$ cat src/rtl/ppf_pkg.sv
`default_nettype none
// ----------------------------------------------------------------------------
// ppf_pkg: shared types and constants of the publish packet framer
// Transaction types, item kinds, phase and sequencer encodings, and widths
// of the length arithmetic.
// ----------------------------------------------------------------------------
package ppf_pkg;

   localparam int PAYLOAD_LEN_BITS = 24;
   localparam int TOPIC_LEN_BITS   = 16;
   localparam int REM_LEN_BITS     =
      ((PAYLOAD_LEN_BITS > TOPIC_LEN_BITS) ? PAYLOAD_LEN_BITS : TOPIC_LEN_BITS + 1) + 1;
   localparam int GROUP_CNT_BITS   = 2;
   localparam int CMD_DEPTH        = 4;
   localparam int CMD_PTR_BITS     = $clog2(CMD_DEPTH);

   localparam logic [7:0] FIXED_HEADER = 8'h30;
   localparam logic [GROUP_CNT_BITS-1:0] GROUP_LAST = '1;

   localparam logic [1:0] KIND_START   = 2'd0;
   localparam logic [1:0] KIND_TOPIC   = 2'd1;
   localparam logic [1:0] KIND_PAYLOAD = 2'd2;

   typedef struct packed {
      logic [1:0]  kind;
      logic [15:0] topic_length;
      logic [23:0] payload_length;
      logic [7:0]  data_byte;
   } req_type;

   typedef struct packed {
      logic [7:0] out_byte;
      logic       frame_last;
      logic       bad_item;
   } rsp_type;

   typedef struct packed {
      logic                      is_header;
      logic [REM_LEN_BITS-1:0]   rem_len;
      logic [TOPIC_LEN_BITS-1:0] topic_length;
      logic [7:0]                data_byte;
      logic                      last;
      logic                      bad;
   } cmd_type;

   typedef enum logic [1:0] {
      PHASE_IDLE    = 2'd0,
      PHASE_TOPIC   = 2'd1,
      PHASE_PAYLOAD = 2'd2
   } phase_type;

   typedef enum logic [1:0] {
      BK_FETCH    = 2'd0,
      BK_LEN      = 2'd1,
      BK_TOPIC_HI = 2'd2,
      BK_TOPIC_LO = 2'd3
   } back_state_type;

endpackage
`default_nettype wire

$ cat src/rtl/ppf_front.sv
`default_nettype none
// ----------------------------------------------------------------------------
// ppf_front: item classifier
// Tracks the frame phase and the byte counts, checks each accepted item and
// turns it into one command for the byte sequencer.
// ----------------------------------------------------------------------------
module ppf_front
   import ppf_pkg::*;
(
   input  wire logic    clock,
   input  wire logic    reset,
   input  wire logic    accept,
   input  wire req_type req_data,
   output cmd_type      cmd_data
);

   phase_type                   phase_ff, phase_in;
   logic [TOPIC_LEN_BITS-1:0]   topic_left_ff, topic_left_in;
   logic [PAYLOAD_LEN_BITS-1:0] payload_left_ff, payload_left_in;
   logic [TOPIC_LEN_BITS-1:0]   tlen;
   logic [PAYLOAD_LEN_BITS-1:0] plen;

   assign tlen = req_data.topic_length;
   assign plen = PAYLOAD_LEN_BITS'(req_data.payload_length);

   always_comb begin
      phase_in              = phase_ff;
      topic_left_in         = topic_left_ff;
      payload_left_in       = payload_left_ff;
      cmd_data.is_header    = 1'b0;
      cmd_data.rem_len      = REM_LEN_BITS'(2) + REM_LEN_BITS'(tlen) + REM_LEN_BITS'(plen);
      cmd_data.topic_length = tlen;
      cmd_data.data_byte    = req_data.data_byte;
      cmd_data.last         = 1'b0;
      cmd_data.bad          = 1'b0;
      if (req_data.kind == KIND_START && phase_ff == PHASE_IDLE) begin
         cmd_data.is_header = 1'b1;
         cmd_data.last      = (tlen == '0) && (plen == '0);
         topic_left_in      = tlen;
         payload_left_in    = plen;
         if (tlen != '0) begin
            phase_in = PHASE_TOPIC;
         end else if (plen != '0) begin
            phase_in = PHASE_PAYLOAD;
         end else begin
            phase_in = PHASE_IDLE;
         end
      end else if (req_data.kind == KIND_TOPIC && phase_ff == PHASE_TOPIC &&
                   topic_left_ff != '0) begin
         topic_left_in = topic_left_ff - TOPIC_LEN_BITS'(1);
         if (topic_left_in == '0) begin
            if (payload_left_ff != '0) begin
               phase_in = PHASE_PAYLOAD;
            end else begin
               phase_in      = PHASE_IDLE;
               cmd_data.last = 1'b1;
            end
         end
      end else if (req_data.kind == KIND_PAYLOAD && phase_ff == PHASE_PAYLOAD &&
                   payload_left_ff != '0) begin
         payload_left_in = payload_left_ff - PAYLOAD_LEN_BITS'(1);
         if (payload_left_in == '0) begin
            phase_in      = PHASE_IDLE;
            cmd_data.last = 1'b1;
         end
      end else begin
         cmd_data.bad       = 1'b1;
         cmd_data.data_byte = 8'h00;
      end
   end

   always_ff @(posedge clock) begin
      if (reset) begin
         phase_ff        <= PHASE_IDLE;
         topic_left_ff   <= '0;
         payload_left_ff <= '0;
      end else if (accept) begin
         phase_ff        <= phase_in;
         topic_left_ff   <= topic_left_in;
         payload_left_ff <= payload_left_in;
      end
   end

endmodule
`default_nettype wire

$ cat src/rtl/ppf_cmd_fifo.sv
`default_nettype none
// ----------------------------------------------------------------------------
// ppf_cmd_fifo: command queue
// Short queue that decouples the classifier from the byte sequencer.
// ----------------------------------------------------------------------------
module ppf_cmd_fifo
   import ppf_pkg::*;
(
   input  wire logic    clock,
   input  wire logic    reset,
   input  wire logic    push,
   input  wire cmd_type push_data,
   output logic         full,
   input  wire logic    pop,
   output cmd_type      pop_data,
   output logic         empty
);

   cmd_type                 entry_ff [CMD_DEPTH];
   logic [CMD_PTR_BITS-1:0] wr_ptr_ff, wr_ptr_in;
   logic [CMD_PTR_BITS-1:0] rd_ptr_ff, rd_ptr_in;
   logic [CMD_PTR_BITS:0]   count_ff, count_in;
   logic                    do_push;
   logic                    do_pop;

   assign full     = (count_ff == (CMD_PTR_BITS+1)'(CMD_DEPTH));
   assign empty    = (count_ff == '0);
   assign do_push  = push && !full;
   assign do_pop   = pop && !empty;
   assign pop_data = entry_ff[rd_ptr_ff];

   always_comb begin
      wr_ptr_in = do_push ? wr_ptr_ff + CMD_PTR_BITS'(1) : wr_ptr_ff;
      rd_ptr_in = do_pop ? rd_ptr_ff + CMD_PTR_BITS'(1) : rd_ptr_ff;
      count_in  = count_ff;
      if (do_push && !do_pop) begin
         count_in = count_ff + (CMD_PTR_BITS+1)'(1);
      end else if (do_pop && !do_push) begin
         count_in = count_ff - (CMD_PTR_BITS+1)'(1);
      end
   end

   always_ff @(posedge clock) begin
      if (reset) begin
         wr_ptr_ff <= '0;
         rd_ptr_ff <= '0;
         count_ff  <= '0;
      end else begin
         wr_ptr_ff <= wr_ptr_in;
         rd_ptr_ff <= rd_ptr_in;
         count_ff  <= count_in;
      end
   end

   always_ff @(posedge clock) begin
      if (do_push) begin
         entry_ff[wr_ptr_ff] <= push_data;
      end
   end

endmodule
`default_nettype wire

$ cat src/rtl/ppf_back.sv
`default_nettype none
// ----------------------------------------------------------------------------
// ppf_back: byte sequencer
// Takes commands from the queue and emits the frame bytes into the result
// register: the fixed header, the varint remaining length and the topic
// length bytes for a start command, one byte for any other command.
// ----------------------------------------------------------------------------
module ppf_back
   import ppf_pkg::*;
(
   input  wire logic    clock,
   input  wire logic    reset,
   input  wire cmd_type cmd_data,
   input  wire logic    cmd_empty,
   output logic         cmd_pop,
   input  wire logic    rsp_pop,
   output logic         rsp_empty,
   output rsp_type      rsp_data
);

   back_state_type            state_ff, state_in;
   logic [REM_LEN_BITS-1:0]   rem_ff, rem_in;
   logic [REM_LEN_BITS-1:0]   rem_shift;
   logic [GROUP_CNT_BITS-1:0] grp_cnt_ff, grp_cnt_in;
   logic [TOPIC_LEN_BITS-1:0] tlen_ff, tlen_in;
   logic                      last_ff, last_in;
   logic                      rsp_valid_ff, rsp_valid_in;
   rsp_type                   rsp_ff, rsp_in;
   logic                      can_load;
   logic                      rsp_load;

   assign can_load  = !rsp_valid_ff || rsp_pop;
   assign rem_shift = rem_ff >> 7;
   assign rsp_empty = !rsp_valid_ff;
   assign rsp_data  = rsp_ff;

   always_comb begin
      state_in = state_ff;
      case (state_ff)
         BK_FETCH: begin
            if (can_load && !cmd_empty && cmd_data.is_header) begin
               state_in = BK_LEN;
            end
         end
         BK_LEN: begin
            if (can_load && (rem_shift == '0 || grp_cnt_ff == GROUP_LAST)) begin
               state_in = BK_TOPIC_HI;
            end
         end
         BK_TOPIC_HI: begin
            if (can_load) begin
               state_in = BK_TOPIC_LO;
            end
         end
         BK_TOPIC_LO: begin
            if (can_load) begin
               state_in = BK_FETCH;
            end
         end
         default: begin
            state_in = BK_FETCH;
         end
      endcase
   end

   always_comb begin
      cmd_pop    = 1'b0;
      rsp_load   = 1'b0;
      rsp_in     = rsp_ff;
      rem_in     = rem_ff;
      grp_cnt_in = grp_cnt_ff;
      tlen_in    = tlen_ff;
      last_in    = last_ff;
      case (state_ff)
         BK_FETCH: begin
            if (can_load && !cmd_empty) begin
               cmd_pop  = 1'b1;
               rsp_load = 1'b1;
               if (cmd_data.is_header) begin
                  rsp_in     = '{out_byte: FIXED_HEADER, frame_last: 1'b0, bad_item: 1'b0};
                  rem_in     = cmd_data.rem_len;
                  grp_cnt_in = '0;
                  tlen_in    = cmd_data.topic_length;
                  last_in    = cmd_data.last;
               end else begin
                  rsp_in = '{out_byte: cmd_data.data_byte, frame_last: cmd_data.last,
                             bad_item: cmd_data.bad};
               end
            end
         end
         BK_LEN: begin
            if (can_load) begin
               rsp_load   = 1'b1;
               rsp_in     = '{out_byte: {rem_shift != '0, rem_ff[6:0]}, frame_last: 1'b0,
                              bad_item: 1'b0};
               rem_in     = rem_shift;
               grp_cnt_in = grp_cnt_ff + GROUP_CNT_BITS'(1);
            end
         end
         BK_TOPIC_HI: begin
            if (can_load) begin
               rsp_load = 1'b1;
               rsp_in   = '{out_byte: tlen_ff[15:8], frame_last: 1'b0, bad_item: 1'b0};
            end
         end
         BK_TOPIC_LO: begin
            if (can_load) begin
               rsp_load = 1'b1;
               rsp_in   = '{out_byte: tlen_ff[7:0], frame_last: last_ff, bad_item: 1'b0};
            end
         end
         default: begin
            rsp_load = 1'b0;
         end
      endcase
      rsp_valid_in = rsp_load ? 1'b1 : (rsp_pop ? 1'b0 : rsp_valid_ff);
   end

   always_ff @(posedge clock) begin
      if (reset) begin
         state_ff     <= BK_FETCH;
         rsp_valid_ff <= 1'b0;
      end else begin
         state_ff     <= state_in;
         rsp_valid_ff <= rsp_valid_in;
      end
   end

   always_ff @(posedge clock) begin
      rsp_ff     <= rsp_in;
      rem_ff     <= rem_in;
      grp_cnt_ff <= grp_cnt_in;
      tlen_ff    <= tlen_in;
      last_ff    <= last_in;
   end

endmodule
`default_nettype wire

$ cat src/rtl/publish_packet_framer_core.sv
`default_nettype none
// ----------------------------------------------------------------------------
// publish_packet_framer_core: PUBLISH QoS 0 frame encoder
// Turns start, topic byte and payload byte transactions into the byte
// stream of a publish frame; unexpected transactions give one error result.
//
//   Channel   Ports                           Direction
//   request   req_push, req_full, req_data    in  (req_type)
//   response  rsp_empty, rsp_pop, rsp_data    out (rsp_type)
//
// A result passes through the command queue and then the result register. A topic
// or payload byte, or a rejected transaction, gives one result byte from the byte
// sequencer; a start gives 4 to 7 header bytes, one after another.
// A four-entry command queue lets requests keep coming while the header drains.
// Reset is synchronous and empties both the queue and the result register.
// A held result stalls the sequencer; once the queue is full, req_full rises.
// ----------------------------------------------------------------------------
module publish_packet_framer_core
   import ppf_pkg::*;
(
   input  wire logic    clock,
   input  wire logic    reset,
   input  wire logic    req_push,
   output logic         req_full,
   input  wire req_type req_data,
   output logic         rsp_empty,
   input  wire logic    rsp_pop,
   output rsp_type      rsp_data
);

   cmd_type push_cmd;
   cmd_type pop_cmd;
   logic    cmd_full;
   logic    cmd_empty;
   logic    cmd_pop;
   logic    accept;

   assign req_full = cmd_full;
   assign accept   = req_push && !cmd_full;

   ppf_front u_front (
      .clock    (clock),
      .reset    (reset),
      .accept   (accept),
      .req_data (req_data),
      .cmd_data (push_cmd)
   );

   ppf_cmd_fifo u_cmd_fifo (
      .clock     (clock),
      .reset     (reset),
      .push      (accept),
      .push_data (push_cmd),
      .full      (cmd_full),
      .pop       (cmd_pop),
      .pop_data  (pop_cmd),
      .empty     (cmd_empty)
   );

   ppf_back u_back (
      .clock     (clock),
      .reset     (reset),
      .cmd_data  (pop_cmd),
      .cmd_empty (cmd_empty),
      .cmd_pop   (cmd_pop),
      .rsp_pop   (rsp_pop),
      .rsp_empty (rsp_empty),
      .rsp_data  (rsp_data)
   );

   a_bad_clean: assert property (@(posedge clock) disable iff (reset)
      (!rsp_empty && rsp_data.bad_item) |-> (rsp_data.out_byte == 8'h00 &&
                                              !rsp_data.frame_last))
      else $error("error result carries a data byte or a frame end");

   a_queue_sane: assert property (@(posedge clock) disable iff (reset)
      !(cmd_full && cmd_empty))
      else $error("command queue is both full and empty");

   a_pop_nonempty: assert property (@(posedge clock) disable iff (reset)
      cmd_pop |-> !cmd_empty)
      else $error("sequencer took a command from an empty queue");

endmodule
`default_nettype wire
$ cat config.mk
export PLATFORM = sky130hd
export DESIGN_NAME = publish_packet_framer_core
export DESIGN_NICKNAME = d
export VERILOG_FILES = /design/src/rtl/ppf_pkg.sv /design/src/rtl/ppf_front.sv /design/src/rtl/ppf_cmd_fifo.sv /design/src/rtl/ppf_back.sv /design/src/rtl/publish_packet_framer_core.sv
export SDC_FILE = /design/constraint.sdc
export NUM_CORES = 1
export LEC_CHECK = 0
export BUFFER_PORTS_ARGS = -buffer_cell sky130_fd_sc_hd__clkbuf_2
export CORE_AREA = 5 5 179 181
export CTS_BUF_LIST = sky130_fd_sc_hd__clkbuf_2
export DETAILED_ROUTE_END_ITERATION = 12
export DIE_AREA = 0 0 184 186
export GPL_TIMING_DRIVEN = 0
export HOLD_SLACK_MARGIN = 0.15
export PLACE_DENSITY = 0.7
export SYNTH_ARGS = -nofsm -noshare
export SYNTH_HDL_FRONTEND = slang
export SYNTH_HIERARCHICAL = 1
export SYNTH_SLANG_ARGS = --single-unit
$ cat constraint.sdc
create_clock -name clock -period 3.91 [get_ports clock]
set_input_delay 0.5865 -clock clock [delete_from_list [all_inputs] [get_ports clock]]
set_output_delay 0.5865 -clock clock [all_outputs]
set_load 0.05 [all_outputs]
==> summary.md <==
| Metric | Value |
|---|---|
| Period utilization | 88.8% |
| CTS clk-pin slew, worst paths | roughly 0.09 ns |
| Slew Limit Fails | 0 |
| Hold Slack | 0.231 ns |
| Layout cells sized above 1 | around a quarter |
| Worst skew pair latency | 0.85 ns |
| Gr ovfl total | 0 |
| Root buf cell | clkbuf_2 |
| Post-synthesis sequential area ratio | 59.8% |
| Core area | 0.0303 mm^2 |
| Total CTS buffers | 80 |
| Crit end category | flip-flop |
| Status | finished, final reports clean |
| Setup WS pre-CTS | 0.176 ns |
| Critical path data required time | 4.49 ns |
| Nets | 1,400 |
| GRT Util Overall | 21.4% |
| WP data arrival | roughly 4.1 ns |
| Synth Warn # | 6 |
| Post-route ant nets | 0 |
| Setup Crit Path Kind | input pin to flip-flop |
| Pwr dens | 606 mW/mm^2 |
| Top_reg_cell synth | edfxtp_1 |
| Via density | 5.77 |
| Max Freq | around 290 MHz |
| Post-synth EDFFs | 262 |
| Synth Register Bits | around 320 |
| Initial Utilization | around half |
| DIE WIDTH | roughly 180 um |
| Vias in the first global route | 10,200 |
| Die Area | 0.0342 mm^2 |
| Syn avg cell area | 13.5 um^2 |
| Max Cap Violations | 0 |
| Site row count | 64 |
| Initial antenna violation count | 1 |
| Distinct cells, synth | 83 |
| Slew @ Worst Pin | 1.01 ns |
| Total Wirelength | 36,300 um |
| Htree depth | 3 |
| Hold Vio Cnt, Final | 0 |
| Synthesized net count | 1,208 |
| Fin worst setup slack | 0.436 ns |
| Crit Path Max Fanout | 4 |
| Max-slew headroom | 33.0% |
| Setup Skew | approximately 0.063 ns |
| Pwr Total | 0.0103 W |
| Area Overhead vs Synth | 13.9% |
| Synth top area cells | edfxtp_1, mux4_2, dfxtp_1, ha_1, nor2_1 |
| Mapped Area | 0.0150 mm^2 |
| Post-route setup TNS | 0 ns |
| DR iter-0 viols | 887 |
| Drc violations | 0 |
| 1st-pass router iterations | 6 |
| FFs w/ async S/R, synth | 0% |
| Largest net degree at the start of global routing | 53 |
| Wire length per cell | 20.7 um |
| Synthesized instance count | approximately 1,100 |
| Peak supply drop | 0.233 mV |
| DP HPWL | about 25,000 um |
| Boundary Pins | 66 |
| TritonCTS clock tree | yes |
| Yosys top cell by area | edfxtp_1 |
| First-pass GRT wire length | 56,300 um |
| # setup viols final | 0 |
| I/O Buffers | 65 |
| CTS Sinks | 316 |
| Min Clock Period, post-route | ~3.5 ns |
| Hold crit path type | input pin to flip-flop |
| Die height | ~190 um |
| Maximum clock path buffer count | 3 |
| Startpoint types | input pin |
| DR vias | 10,200 |
| Leakage | 6.16 nW |
| GPL Wtd Cong | 0.972 |
| Area share of the largest cell type after synthesis | 52.6% |
| RSZ-0062 raised after global routing | false |
[path summary, 6_finish.rpt]
path	start	endpoint	slack (ns)	depth (start not counted)
min	req_data[25]	u_front/payload_left_ff[17]	0.23	4
max	req_data[39]	u_cmd_fifo/entry_ff[1][45]	0.44	12
max reg2reg	u_front/payload_left_ff[0]	u_front/phase_ff[1]	0.59	11
min reg2reg	u_front/topic_left_ff[1]	u_front/topic_left_ff[1]	0.51	2
[what timing repair did]
| action | in CTS | in global routing |
|---|---|---|
| gates resized for setup | 0 | 0 |
| endpoints found under the hold margin | 117 | 0 |
| setup endpoints to repair | 0 | 0 |
| setup buffers | 0 | 0 |
| hold buffers | 41 | 0 |
[synth_stat cells (all sizes together) (10+ instances only)]
library cell	instances
edfxtp	262
nor2	94
o21ai	64
nand2	63
dfxtp	54
mux4	52
ha	47
a21oi	45
buf	40
clkbuf	32
nor3	27
inv	25
nor4	20
nand3	19
a22oi	18
and2	18
mux2	18
xnor2	16
nor2b	15
nand2b	13
nand4	13
xor2	12
a21o	11
a211oi	10
or2	10
[cells by family after synthesis]
family / share of synthesized area, %
AO/OA/AOI/OAI: 9.41
XOR/XNOR: 1.64
adder cells (fa/ha/maj): 4.20
buffers and inverters: 3.60
flip-flops: 59.8
multiplexers: 9.78
AND/OR/NAND/NOR: 11.6
[per-layer routing]
metal  wire, um  vias up  track usage (%)
met2      17500      390             35.1
met1      15300     4976             28.1
met3       2400       84             4.67
met5          0        -                0
met4       1140        0             8.19
li1           -     4704                -
[area by class of cell]
class	count	area, um^2
Clock buffer	108	541
Timing Repair Buffer	110	811
Fill cell	2536	13200
Clock inverter	39	219
Inverter	25	93.8
Sequential cell	316	8950
Antenna cell	1	2.50
Tap cell	396	495
Multi-Input combinational cell	692	5480
Buffer	72	445
[cells in the final DEF (no fill, tap or decap), types with 6 or more instances in the layout]
cell,instances
mux2_2,18
a222oi_1,7
nand2b_1,13
nor4_1,15
clkinv_1,28
mux2i_1,9
inv_1,25
xnor2_1,16
and2_1,14
buf_12,8
edfxtp_1,262
clkbuf_2,174
mux4_2,52
a211oi_1,10
dlygate4sd3_1,41
clkbuf_1,31
nor2_1,92
dfxtp_1,54
buf_4,16
or2_2,9
buf_2,14
nand3_1,19
xor2_1,12
a21oi_1,45
nor2b_1,14
ha_1,47
a22oi_1,18
o21ai_0,64
a31oi_1,6
a21o_1,11
or3_1,8
nand4_1,13
nand2_1,63
nor3_1,26
[registers in the layout (all words and copies together) (netlist names), named ones only]
signal / count
u_cmd_fifo/rd_ptr_ff: 2
u_front/phase_ff: 2
u_back/last_ff: 1
u_back/state_ff: 2
u_back/grp_cnt_ff: 2
u_cmd_fifo/count_ff: 3
u_cmd_fifo/wr_ptr_ff: 2
u_front/payload_left_ff: 24
u_back/rsp_data: 10
u_back/rsp_valid_ff: 1
u_front/topic_left_ff: 16
u_back/rem_ff: 25
u_back/tlen_ff: 16
u_cmd_fifo/entry_ff: 208
[critical path, stage by stage]
cell and delay [ns]:
dlygate4sd3_1 0.53, clkbuf_2 0.19, ha_1 0.31, ha_1 0.34
and2_1 0.21, a22o_1 0.22, a311o_1 0.34, nor2_1 0.21
o2111ai_1 0.21, a41oi_1 0.46, nor2_1 0.09, xor2_1 0.35
[power by group]
part	leakage [nW]	total (W)	switching, W	internal [W]
Sequential	2.86	0.00478	0.000264	0.00451
Combinational	2.74	0.00334	0.00196	0.00138
Clock	0.554	0.00221	0.00131	0.000903
[per-stage QoR]
| step | instances | cell area [um^2] | util [%] |
|---|---|---|---|
| after floorplan | 1105 | 15000 | - |
| after global placement | 1566 | 15800 | 52.1 |
| after detailed placement | 1570 | 15900 | 52.4 |
| after CTS | 1758 | 17000 | 56.3 |
| after global routing | 1759 | 17000 | 56.3 |
| final | 1759 | 17000 | 56.3 |
No activity file was read; power rests on OpenSTA's default activity.
